==> config.mk <==
export PLATFORM = sky130hd
export DESIGN_NAME = binary_to_packed_bcd_core_flat
export DESIGN_NICKNAME = d
export VERILOG_FILES = /design/src/hdl/b2bcd_pkg.sv /design/src/hdl/b2bcd_in_if.sv /design/src/hdl/b2bcd_out_if.sv /design/src/hdl/binary_to_packed_bcd_core.sv /design/src/hdl/b2bcd_cell.sv /design/src/hdl/b2bcd_out.sv /design/src/flat_wrapper.sv
export SDC_FILE = /design/constraint.sdc
export NUM_CORES = 1
export LEC_CHECK = 0
export BUFFER_PORTS_ARGS = -buffer_cell sky130_fd_sc_hd__clkbuf_2
export CORE_UTILIZATION = 45
export DETAILED_ROUTE_END_ITERATION = 7
export PLACE_DENSITY = 0.68
export SYNTH_ARGS = -nofsm -noshare
export SYNTH_HDL_FRONTEND = slang
export SYNTH_SLANG_ARGS = --single-unit
==> constraint.sdc <==
create_clock -name i_clk -period 10.4 [get_ports i_clk]
set_input_delay 2.08 -clock i_clk [delete_from_list [all_inputs] [get_ports i_clk]]
set_output_delay 2.08 -clock i_clk [all_outputs]
set_load 0.05 [all_outputs]
==> src/hdl/b2bcd_pkg.sv <==
// Shared constants and types of the binary to packed BCD converter.
// Depends on nothing. It is compiled before every other file of the block.
package b2bcd_pkg;

    // Widths of the item fields and of the internal state.
    localparam int VALUE_W    = 64;
    localparam int DIGIT_W    = 4;
    localparam int NUM_DIGITS = 20;
    localparam int MAX_BYTES  = NUM_DIGITS / 2;
    localparam int BYTE_W     = 8;
    localparam int COUNT_W    = 4;
    localparam int SHIFT_W    = 7;
    localparam int PADDR_W    = 3;
    localparam int PDATA_W    = 32;

    // Number of shift steps in one conversion.
    localparam logic [SHIFT_W-1:0] SHIFT_STEPS = SHIFT_W'(VALUE_W);

    // Register indexes, taken from paddr[2].
    localparam logic REG_BYTE_COUNT = 1'b0;
    localparam logic REG_SWAP_ORDER = 1'b1;

    // All digits of one conversion, least significant digit in the low nibble.
    typedef logic [NUM_DIGITS*DIGIT_W-1:0] t_digits;

    // Control shared by every digit cell.
    typedef struct packed {
        logic clear;
        logic shift;
    } t_cell_ctrl;

    // Hand-off of a finished conversion to the output stage.
    typedef struct packed {
        logic               load;
        logic [COUNT_W-1:0] count;
        logic               swap;
    } t_load;

endpackage

==> src/hdl/b2bcd_in_if.sv <==
// Input channel of the converter: one binary value per item.
// Depends on b2bcd_pkg for the value width.
interface b2bcd_in_if;
    logic                          valid;
    logic                          ready;
    logic [b2bcd_pkg::VALUE_W-1:0] value;

    modport source (output valid, output value, input ready);
    modport sink   (input valid, input value, output ready);
endinterface

==> src/hdl/b2bcd_out_if.sv <==
// Output channel of the converter: one packed BCD byte per item.
// Depends on b2bcd_pkg for the byte width.
interface b2bcd_out_if;
    logic                         valid;
    logic                         ready;
    logic [b2bcd_pkg::BYTE_W-1:0] bcd_byte;
    logic                         last;

    modport source (output valid, output bcd_byte, output last, input ready);
    modport sink   (input valid, input bcd_byte, input last, output ready);
endinterface

==> src/hdl/binary_to_packed_bcd_core.sv <==
// Top level of the 64-bit binary to packed BCD converter.
// Depends on b2bcd_pkg, both channel interfaces, b2bcd_cell and b2bcd_out.
//
//  Channel  | Direction | Handshake          | Payload
//  ---------+-----------+--------------------+---------------------------
//  i_in     | in        | valid / ready      | value (64 bits)
//  o_out    | out       | valid / ready      | bcd_byte (8 bits), last
//  APB      | in        | psel, penable, ... | byte_count, swap_order
//
// From acceptance to its first byte, a value goes through 64 shift steps in
// the chain of 20 digit cells, one value bit per step, and one hand-off to the output stage.
// The next value is accepted as the finished digits move to the output stage,
// so the chain holds one value at a time while the output stage sends the bytes of the one before.
// Reset is synchronous and active low; it empties the chain and the output stage.
// A stalled output holds its byte; the chain then waits with its digits.
module binary_to_packed_bcd_core (
    input  logic                            i_clk,
    input  logic                            i_rst_n,
    b2bcd_in_if.sink                        i_in,
    b2bcd_out_if.source                     o_out,
    input  logic                            psel,
    input  logic                            penable,
    input  logic                            pwrite,
    input  logic [b2bcd_pkg::PADDR_W-1:0]   paddr,
    input  logic [b2bcd_pkg::PDATA_W-1:0]   pwdata,
    output logic [b2bcd_pkg::PDATA_W-1:0]   prdata,
    output logic                            pready
);
    import b2bcd_pkg::*;

    logic [COUNT_W-1:0] r_count;
    logic               r_swap;
    logic               r_busy;
    logic               n_busy;
    logic [SHIFT_W-1:0] r_steps;
    logic [SHIFT_W-1:0] n_steps;
    logic [VALUE_W-1:0] r_value;
    logic [VALUE_W-1:0] n_value;
    logic               w_in_fire;
    logic               w_done;
    logic               w_free;
    logic               w_handoff;
    logic [COUNT_W-1:0] w_n;
    logic               w_wr;
    t_cell_ctrl         w_ctrl;
    t_load              w_load;
    t_digits            w_digits;
    logic [NUM_DIGITS:0] w_carry;

    // Configuration registers; the register is chosen by paddr[2].
    assign pready = 1'b1;
    assign w_wr   = psel && penable && pwrite && pready;

    always_ff @(posedge i_clk) begin
        if (!i_rst_n) begin
            r_count <= COUNT_W'(MAX_BYTES);
            r_swap  <= 1'b0;
        end else if (w_wr) begin
            unique case (paddr[2])
                REG_BYTE_COUNT: r_count <= pwdata[COUNT_W-1:0];
                REG_SWAP_ORDER: r_swap  <= pwdata[0];
                default: ;
            endcase
        end
    end

    always_comb begin
        unique case (paddr[2])
            REG_BYTE_COUNT: prdata = {{(PDATA_W-COUNT_W){1'b0}}, r_count};
            REG_SWAP_ORDER: prdata = {{(PDATA_W-1){1'b0}}, r_swap};
            default:        prdata = '0;
        endcase
    end

    // Byte count saturates at the number of bytes the chain can fill.
    assign w_n = (r_count > COUNT_W'(MAX_BYTES)) ? COUNT_W'(MAX_BYTES) : r_count;

    // Sequencing of the chain: load, 64 shift steps, then hand-off.
    assign w_done     = r_busy && (r_steps == SHIFT_STEPS);
    assign w_handoff  = w_done && w_free;
    assign i_in.ready = !r_busy || w_handoff;
    assign w_in_fire  = i_in.valid && i_in.ready;

    assign w_ctrl.clear = w_in_fire;
    assign w_ctrl.shift = r_busy && !w_done;

    always_comb begin
        n_busy  = r_busy;
        n_steps = r_steps;
        n_value = r_value;
        if (w_in_fire) begin
            n_busy  = 1'b1;
            n_steps = '0;
            n_value = i_in.value;
        end else if (w_handoff) begin
            n_busy = 1'b0;
        end else if (w_ctrl.shift) begin
            n_steps = r_steps + SHIFT_W'(1);
            n_value = {r_value[VALUE_W-2:0], 1'b0};
        end
    end

    always_ff @(posedge i_clk) begin
        if (!i_rst_n) begin
            r_busy  <= 1'b0;
            r_steps <= '0;
        end else begin
            r_busy  <= n_busy;
            r_steps <= n_steps;
        end
    end

    always_ff @(posedge i_clk) begin
        r_value <= n_value;
    end

    // Chain of digit cells; the value's top bit enters the least significant cell.
    assign w_carry[0] = r_value[VALUE_W-1];

    for (genvar d = 0; d < NUM_DIGITS; d++) begin : g_cells
        b2bcd_cell u_cell (
            .i_clk   (i_clk),
            .i_ctrl  (w_ctrl),
            .i_carry (w_carry[d]),
            .o_carry (w_carry[d+1]),
            .o_digit (w_digits[d*DIGIT_W +: DIGIT_W])
        );
    end

    // Output stage takes the finished digits together with the settings.
    assign w_load.load  = w_handoff;
    assign w_load.count = w_n;
    assign w_load.swap  = r_swap;

    b2bcd_out u_out (
        .i_clk    (i_clk),
        .i_rst_n  (i_rst_n),
        .i_load   (w_load),
        .i_digits (w_digits),
        .o_free   (w_free),
        .o_out    (o_out)
    );

    // A new item always starts the chain from step zero.
    a_start: assert property (@(posedge i_clk) disable iff (!i_rst_n)
        w_in_fire |=> (r_busy && r_steps == '0))
        else $error("chain did not restart on a new item");

    // The step counter never runs past the value width.
    a_steps: assert property (@(posedge i_clk) disable iff (!i_rst_n)
        r_steps <= SHIFT_STEPS)
        else $error("shift step counter overran");

    // Every byte sent holds two valid decimal digits.
    a_bcd: assert property (@(posedge i_clk) disable iff (!i_rst_n)
        o_out.valid |-> (o_out.bcd_byte[3:0] <= 4'd9 && o_out.bcd_byte[7:4] <= 4'd9))
        else $error("output byte is not packed BCD");

    // Digits move on only after all shift steps are done.
    a_handoff: assert property (@(posedge i_clk) disable iff (!i_rst_n)
        w_handoff |-> (r_steps == SHIFT_STEPS))
        else $error("hand-off before the conversion finished");

endmodule

==> src/hdl/b2bcd_cell.sv <==
// One decimal digit of the shift-and-add-3 chain.
// Depends on b2bcd_pkg for the digit width and the cell control struct.
module b2bcd_cell (
    input  logic                          i_clk,
    input  b2bcd_pkg::t_cell_ctrl         i_ctrl,
    input  logic                          i_carry,
    output logic                          o_carry,
    output logic [b2bcd_pkg::DIGIT_W-1:0] o_digit
);
    import b2bcd_pkg::*;

    logic [DIGIT_W-1:0] r_digit;
    logic [DIGIT_W-1:0] n_digit;
    logic [DIGIT_W-1:0] w_adj;

    // A digit of five or more gets three added, so that doubling carries.
    assign w_adj   = (r_digit >= DIGIT_W'(5)) ? r_digit + DIGIT_W'(3) : r_digit;
    assign o_carry = w_adj[DIGIT_W-1];
    assign o_digit = r_digit;

    // Clear on a new item, otherwise shift in the bit from the lower cell.
    always_comb begin
        n_digit = r_digit;
        if (i_ctrl.clear) begin
            n_digit = '0;
        end else if (i_ctrl.shift) begin
            n_digit = {w_adj[DIGIT_W-2:0], i_carry};
        end
    end

    always_ff @(posedge i_clk) begin
        r_digit <= n_digit;
    end

endmodule

==> src/hdl/b2bcd_out.sv <==
// Output stage: holds the digits of one finished conversion and sends its bytes.
// Depends on b2bcd_pkg and on the b2bcd_out_if interface.
module b2bcd_out (
    input  logic                  i_clk,
    input  logic                  i_rst_n,
    input  b2bcd_pkg::t_load      i_load,
    input  b2bcd_pkg::t_digits    i_digits,
    output logic                  o_free,
    b2bcd_out_if.source           o_out
);
    import b2bcd_pkg::*;

    logic               r_active;
    logic               n_active;
    logic [COUNT_W-1:0] r_idx;
    logic [COUNT_W-1:0] n_idx;
    logic [COUNT_W-1:0] r_n;
    logic               r_swap;
    t_digits            r_digits;
    logic [COUNT_W-1:0] w_pair;
    logic               w_last;
    logic               w_fire;
    logic [BYTE_W-1:0]  w_bytes [MAX_BYTES];

    // Split the held digits into bytes, byte k holding digits 2k and 2k+1.
    for (genvar k = 0; k < MAX_BYTES; k++) begin : g_bytes
        assign w_bytes[k] = r_digits[k*BYTE_W +: BYTE_W];
    end

    // Byte k counts from the least significant end; normal order runs downwards.
    assign w_pair = r_swap ? r_idx : r_n - COUNT_W'(1) - r_idx;
    assign w_last = (r_idx == r_n - COUNT_W'(1));
    assign w_fire = o_out.valid && o_out.ready;
    assign o_free = !r_active || (w_fire && w_last);

    assign o_out.valid    = r_active;
    assign o_out.bcd_byte = w_bytes[w_pair];
    assign o_out.last     = w_last;

    // Step through the bytes; a new conversion may load as the last byte leaves.
    always_comb begin
        n_active = r_active;
        n_idx    = r_idx;
        if (i_load.load) begin
            n_active = (i_load.count != '0);
            n_idx    = '0;
        end else if (w_fire) begin
            if (w_last) begin
                n_active = 1'b0;
            end
            n_idx = r_idx + COUNT_W'(1);
        end
    end

    always_ff @(posedge i_clk) begin
        if (!i_rst_n) begin
            r_active <= 1'b0;
            r_idx    <= '0;
        end else begin
            r_active <= n_active;
            r_idx    <= n_idx;
        end
    end

    // Payload of the held conversion.
    always_ff @(posedge i_clk) begin
        if (i_load.load) begin
            r_digits <= i_digits;
            r_n      <= i_load.count;
            r_swap   <= i_load.swap;
        end
    end

endmodule

==> src/flat_wrapper.sv <==
// flat-port wrapper written by rule: the top's interface ports become plain ports
module binary_to_packed_bcd_core_flat import b2bcd_pkg::*;
  (i_clk, i_rst_n, psel, penable, pwrite, paddr, pwdata, prdata, pready, i_in_valid, i_in_value, i_in_ready, o_out_valid, o_out_bcd_byte, o_out_last, o_out_ready);
  b2bcd_in_if i_in_i ();
  b2bcd_out_if o_out_i ();
  input  logic i_clk;
  input  logic i_rst_n;
  input  logic psel;
  input  logic penable;
  input  logic pwrite;
  input  logic [b2bcd_pkg::PADDR_W-1:0] paddr;
  input  logic [b2bcd_pkg::PDATA_W-1:0] pwdata;
  output logic [b2bcd_pkg::PDATA_W-1:0] prdata;
  output logic pready;
  input wire logic [$bits(i_in_i.valid)-1:0] i_in_valid;
  input wire logic [$bits(i_in_i.value)-1:0] i_in_value;
  output wire logic [$bits(i_in_i.ready)-1:0] i_in_ready;
  output wire logic [$bits(o_out_i.valid)-1:0] o_out_valid;
  output wire logic [$bits(o_out_i.bcd_byte)-1:0] o_out_bcd_byte;
  output wire logic [$bits(o_out_i.last)-1:0] o_out_last;
  input wire logic [$bits(o_out_i.ready)-1:0] o_out_ready;
  assign i_in_i.valid = i_in_valid;
  assign i_in_i.value = i_in_value;
  assign i_in_ready = i_in_i.ready;
  assign o_out_valid = o_out_i.valid;
  assign o_out_bcd_byte = o_out_i.bcd_byte;
  assign o_out_last = o_out_i.last;
  assign o_out_i.ready = o_out_ready;
  binary_to_packed_bcd_core u_core (.i_clk(i_clk), .i_rst_n(i_rst_n), .i_in(i_in_i), .o_out(o_out_i), .psel(psel), .penable(penable), .pwrite(pwrite), .paddr(paddr), .pwdata(pwdata), .prdata(prdata), .pready(pready));
endmodule
# After elaboration in Yosys (flattened, before gate mapping)
# Cells that the tools add are included.
# word_totals
reg_bits	247
inputBits	106
output_inout_bits	44
elab_cells	142
# classes
add_sub_neg	24
order_cmp	22
n_eq_ne	3
muxes	34
n_bitwise	4
reduce_logical	25
# ops
operator	n
64-bit two-way mux	3
4-bit two-way mux	21
4-bit by 3-bit greater-or-equal comparator with 1-bit output, second input constant	20
4-bit by 2-bit adder with 4-bit output, second input constant	19
32-bit case mux with 2 select lines	1
8-bit binary-select mux with 4-bit select	1
8-bit two-way mux	2
2-bit AND reduction	5
1-bit logical AND	8
2-bit nonzero test	4
7-bit by 1-bit adder with 7-bit output, second input constant	1
7-bit == test, second input constant	1
5-bit greater-or-equal comparator, second input constant	1
1-bit two-way mux	5
4-bit inverter with 5-bit output	1
4-bit by 1-bit adder with 4-bit output, second input constant	1
4-bit == test	1
4-bit greater-than comparator, second input constant	1
4-bit nonzero test	1
2-bit OR reduction	2
4-bit by 1-bit subtractor with 4-bit output, second input constant	1
4-bit subtractor	1
3-bit by 2-bit adder with 3-bit output, second input constant	1
1-bit logical NOT	3
other kinds (4)	7

# Logic depth before layout (Yosys ltp)
# logic_depth
word_depth	9
mapped_depth	11
depth_no_buf	9

# Cells and area by module
# A second synthesis with hierarchy kept.
# hier_totals
hier_cells	1063
hier_area_um2	12734.7
# modules_own_cells
mod	instances	cells_per_inst	area_each_um2	seq_area_each_um2
b2bcd_cell	20	31	260.2	80.1
binary_to_packed_bcd_core	1	248	3797.4	2182.1
b2bcd_out	1	195	3732.3	2652.5

# Worst setup path after synthesis
# No wires, ideal clock.
# synth_path
path_kind	input-to-reg
startpoint	in o_out_ready
endpoint	reg u_core.r_value[0], enable pin
setup_time_ps	432
arrival_time_ps	4571
required_ps	9968
path_slack_ps	5396
path_stages	6
path_buffers	2
path_cell_list	nand3_1 or3_4 a21boi_2 buf_6 buf_4 nand2b_1
# synth_between
elab_chain_len	8
elab_cells_between_ends	9
cone_classes	eq/ne (1); reduce/logical (8)
# synth_rtl
element	line	rtl
start, declared	flat_wrapper.sv:21	input wire logic [$bits(o_out_i.ready)-1:0] o_out_ready;
1-bit logical AND (*)	b2bcd_out.sv:33	assign w_fire = o_out.valid && o_out.ready;
1-bit logical AND (*)	b2bcd_out.sv:34	assign o_free = !r_active || (w_fire && w_last);
1-bit logical OR (*)	b2bcd_out.sv:34	
1-bit logical AND (*)	binary_to_packed_bcd_core.sv:80	assign w_handoff = w_done && w_free;
1-bit logical OR	binary_to_packed_bcd_core.sv:81	assign i_in.ready = !r_busy || w_handoff;
1-bit logical AND	binary_to_packed_bcd_core.sv:82	assign w_in_fire = i_in.valid && i_in.ready;
2-bit by 1-bit != test with 1-bit output (no line) or 2-bit nonzero test (tied branches)	n/a	
2-bit AND reduction (no line) (*)	n/a	
end signal, assigned	binary_to_packed_bcd_core.sv:114	r_value <= n_value;
end, declared	binary_to_packed_bcd_core.sv:37	logic [VALUE_W-1:0] r_value;
# Mark *: on every way between the ends. The rest lies on a longest branch, timed or not.
# A chain may end at the register's enable or synchronous reset.

# Final worst setup path
# layout_path
startpoint	reg u_core.u_out.r_n[0]
endpoint	out o_out_bcd_byte[7]
# layout_between
elab_chain_len	7
# layout_rtl
element	line	rtl
start, declared	b2bcd_out.sv:17	logic [COUNT_W-1:0] r_n;
start signal, assigned	b2bcd_out.sv:69	r_n <= i_load.count;
4-bit by 1-bit subtractor with 4-bit output	b2bcd_out.sv:31	assign w_pair = r_swap ? r_idx : r_n - COUNT_W'(1) - r_idx;
4-bit subtractor	b2bcd_out.sv:31	
4-bit two-way mux	b2bcd_out.sv:31	
4-bit inverter with 5-bit output (not written as such)	b2bcd_out.sv:37	assign o_out.bcd_byte = w_bytes[w_pair];
8-bit binary-select mux with 4-bit select	b2bcd_out.sv:37	
8-bit two-way mux (not written as such) (2 in series)	b2bcd_out.sv:37	
end, declared	flat_wrapper.sv:19	output wire logic [$bits(o_out_i.bcd_byte)-1:0] o_out_bcd_byte;
# Every way passes these cells. The select of a mux whose other input is x is not followed.

==> metrics.md <==
| Metric | Value |
|---|---|
| Dpl ws | 5020 ps |
| Simple-gate share of the synthesized area | 0.101 |
| Routed wire length | around 22000 um |
| Peak Freq | ~0.17 GHz |
| Adder-Cell Fraction of Synth Area | 0.0513 |
| CP Cell Sequence | inv_1, ha_1, xor2_1, ha_1, xor2_1, mux2i_1, mux4_1, a211oi_1, mux2i_1, clkbuf_2 |
| Critical path class | reg2out |
| Post-cts sizing count | 0 |
| Final routed DRC violation total | 0 |
| Internal Pwr Total | approximately 1.8 mW |
| Comb pwr share | 0.109 |
| Largest family of logic cells by synthesized area | multiplexers |
| Sw Ratio | 0.242 |
| Clock network power share | 0.394 |
| Critical Path AT | around 3900 ps |
| IO buf count | 90 |
| Post-synthesis register bit count | 247 |
| Crit path max-delay family | multiplexers |
| Final-report hold violation count | 0 |
| N_diodes | 0 |
| Top Ports | 150 |
| CTS Buf Count | 27 |
| Crit start category | flip-flop |
| Critical Path RT | approximately 8300 ps |
| Final Util | 0.509 |
| Iteration-0 DRC Markers | 483 |
| Synth unique cells | 47 |
| Cell with the most instances after synthesis | edfxtp_1 |
| Clock tree sinks | 247 |
| Yosys warns | 0 |
| Sw Pwr | 0.563 mW |
| Fin nets | between 1000 and 1500 |
| Total power | roughly 2.3 mW |
| Tcrit/Tclk final | 0.571 |
| CP max stage delay | between 700 and 800 ps |
| Setup slack after layout | 4460 ps |
| Post-synthesis async set-or-reset flop share | 0 |
| Synth Flop Type | edfxtp_1 |
| Compound-gate portion of the synthesized area | 0.0937 |
| Slew HR | 0.271 |
| Max Cap Viol | 0 |
| Core Region | between 0.02 and 0.03 mm2 |
| Setup Skew | approximately 14 ps |
| Synth top area cells | edfxtp_1 (38%), dfxtp_1 (17%), mux2_2 (7.1%) |
| Layout cell share with drive strength beyond 1 | 0.205 |
| Synth cell count leaders | edfxtp_1 (149), nand2_1 (129), dfxtp_1 (98), a21oi_1 (97), mux2_2 (75) |
| Gr usage total | 0.165 |
| Drt wl/cell | about 15 um |
| Global-route wire length before repair | between 30000 and 40000 um |
| Yosys top cell area share | 0.377 |
| Type of the tightest min-delay check | reg2reg |
| Flop pwr share | 0.497 |
| Area leader, netlist | edfxtp_1 |
| Postcts setup bufs | 0 |
| Largest net degree at the start of global routing | 152 |
| Post-Synth XOR/XNOR Area | 0.0251 |
| Crit Path Max Fanout | 8 |
| GR Overflow Total | 0 |
| Antenna violations before repair | 0 |
| Htree depth | 1 |
| Mapped cell area | 0.0119 mm2 |
| Sequential share of the synthesized area | 0.543 |
| Starting Density | 0.457 |
| Core Rows | 59 |
| DP HPWL | 13900 um |
| ANT nets after route | 0 |
| Vias per cell | roughly 5.2 |
| Die Ht | around 160 um |
| Worst-margin pin slew | 1090 ps |
| Status | finished, final reports clean |
| Number of flops mapped to enable cells by yosys | approximately 150 |
| Worst Setup End Kind | output port |
| Worst-case clock buffer depth | 3 |
| Buffers & Inverters on Critical Path | 2 |
| RSZ-0062 raised after global routing | no |
| Crit-path slowest cell | mux2i_1 |
| Post-Syn Instances | slightly above 1000 |
| Final Slew Violations | 0 |
| Final-report setup violation count | 0 |
| PD cells | 176 mW/mm2 |
| Vias in the first global route | approximately 7200 |
| Via count | between 7000 and 8000 |
| Die area | 0.0270 mm2 |
| Clk pin slew, worst setup/hold paths | about 60 ps |
| Skew-Pair Late Insertion Delay | ~520 ps |
| CTS tree | yes |
| Synthesized area per cell | between 10 and 15 um2 |
| Min cycle time layout | around 6000 ps |
| Worst VDD drop | about 0.00011 V |
| Root buffer cell | clkbuf_16 |
| CTS Hold Bufs | 0 |
| Area growth, synth to finish | 11.5% |
| Multiplexer area fraction after synthesis | 0.124 |
| Chip Width | 164 um |
| Pleak | 4.93 nW |
| GPL Wtd Cong | around 0.79 |
| Drt pass-1 iters | 5 |
| Sum Neg Setup Slack | 0 ps |
==> cell usage in the layout (no fill, tap or decap), types with 6 or more instances in the layout <==
cell type and count:
a211oi_1 41, a21oi_1 97, mux2i_1 29, mux2_2 75
xor2_1 7, o21ai_0 47, clkbuf_2 90, clkbuf_16 28
nand2_1 128, dfxtp_1 98, ha_1 47, xnor2_1 27
nand3_1 32, mux4_2 7, clkbuf_8 7, inv_1 49
mux4_1 6, nor3b_1 19, conb_1 29, nor2b_1 7
clkbuf_1 10, nand2b_1 20, nor2_1 13, nor3_1 8
edfxtp_1 149
==> kinds of logic (layout without fill, tap and decap cells) <==
| group | count (synthesis) | count (layout) |
|---|---|---|
| xor+xnor | 34 | 34 |
| flops | 247 | 247 |
| buf+inv | 120 | 193 |
| compound gates | 195 | 195 |
| other cells | 2 | 29 |
| fa+ha+maj | 48 | 48 |
| mux | 118 | 118 |
| simple gates | 247 | 247 |
==> power by group through the flow <==
stage          Clock, mW  Combinational (mW)  Sequential [mW]
2_1_floorplan          0               0.224             1.16
3_3_place_gp           0               0.247             1.18
3_5_place_dp           0               0.257             1.18
4_1_cts            0.941               0.258             1.16
5_1_grt            0.981               0.289             1.17
6_report           0.917               0.255             1.16
==> cell type report <==
cell class	count	area (um2)
sequential	247	6440
fill	2295	12800
tap	335	419
timing repair buffer	95	500
clock buffer	45	835
inverter	49	184
multi-input combinational	671	4830
clock inverter	4	26.3
==> stage by stage <==
stage	instances	hold WS (ps)	area [um2]
global route	1446	487	13200
floorplan	1038	424	12000
detailed placement	1397	448	12400
finish	1446	466	13200
global placement	1397	447	12400
CTS	1446	464	13200
==> worst paths after layout <==
kind	from	endpoint	slack, ps	cells past startpoint
max reg2reg	u_core.u_out.r_n[0]$_DFFE_PP_	u_core.r_value[2]$_DFFE_PP_	7080	9
min	u_core.g_cells[19].u_cell.o_digit[1]$_SDFFE_PN0P_	u_core.u_out.r_digits[77]$_DFFE_PP_	470	0
max	u_core.u_out.r_n[0]$_DFFE_PP_	o_out_bcd_byte[7]	4460	10
min reg2reg	u_core.g_cells[19].u_cell.o_digit[1]$_SDFFE_PN0P_	u_core.u_out.r_digits[77]$_DFFE_PP_	470	0
==> state kept, by name, summed over array words and instances (netlist names), 4 cells and up <==
register / count
u_core.r_count: 4
u_core.u_out.r_idx: 4
u_core.g_cells.u_cell.o_digit: 80
u_core.r_steps: 7
u_core.u_out.r_n: 4
u_core.r_value: 64
u_core.u_out.r_digits: 80
==> per-layer routing <==
layer  GRT usage  share of wire  routed length, um  vias up
li1            -              -                  -     3746
met1       0.213           0.46              10200     3603
met2       0.272           0.45               9920      189
met3      0.0432          0.066               1460       32
met4      0.0446          0.023                504        0
met5           0              0                  0        -
Note: power is estimated with default switching activity, not from simulation.
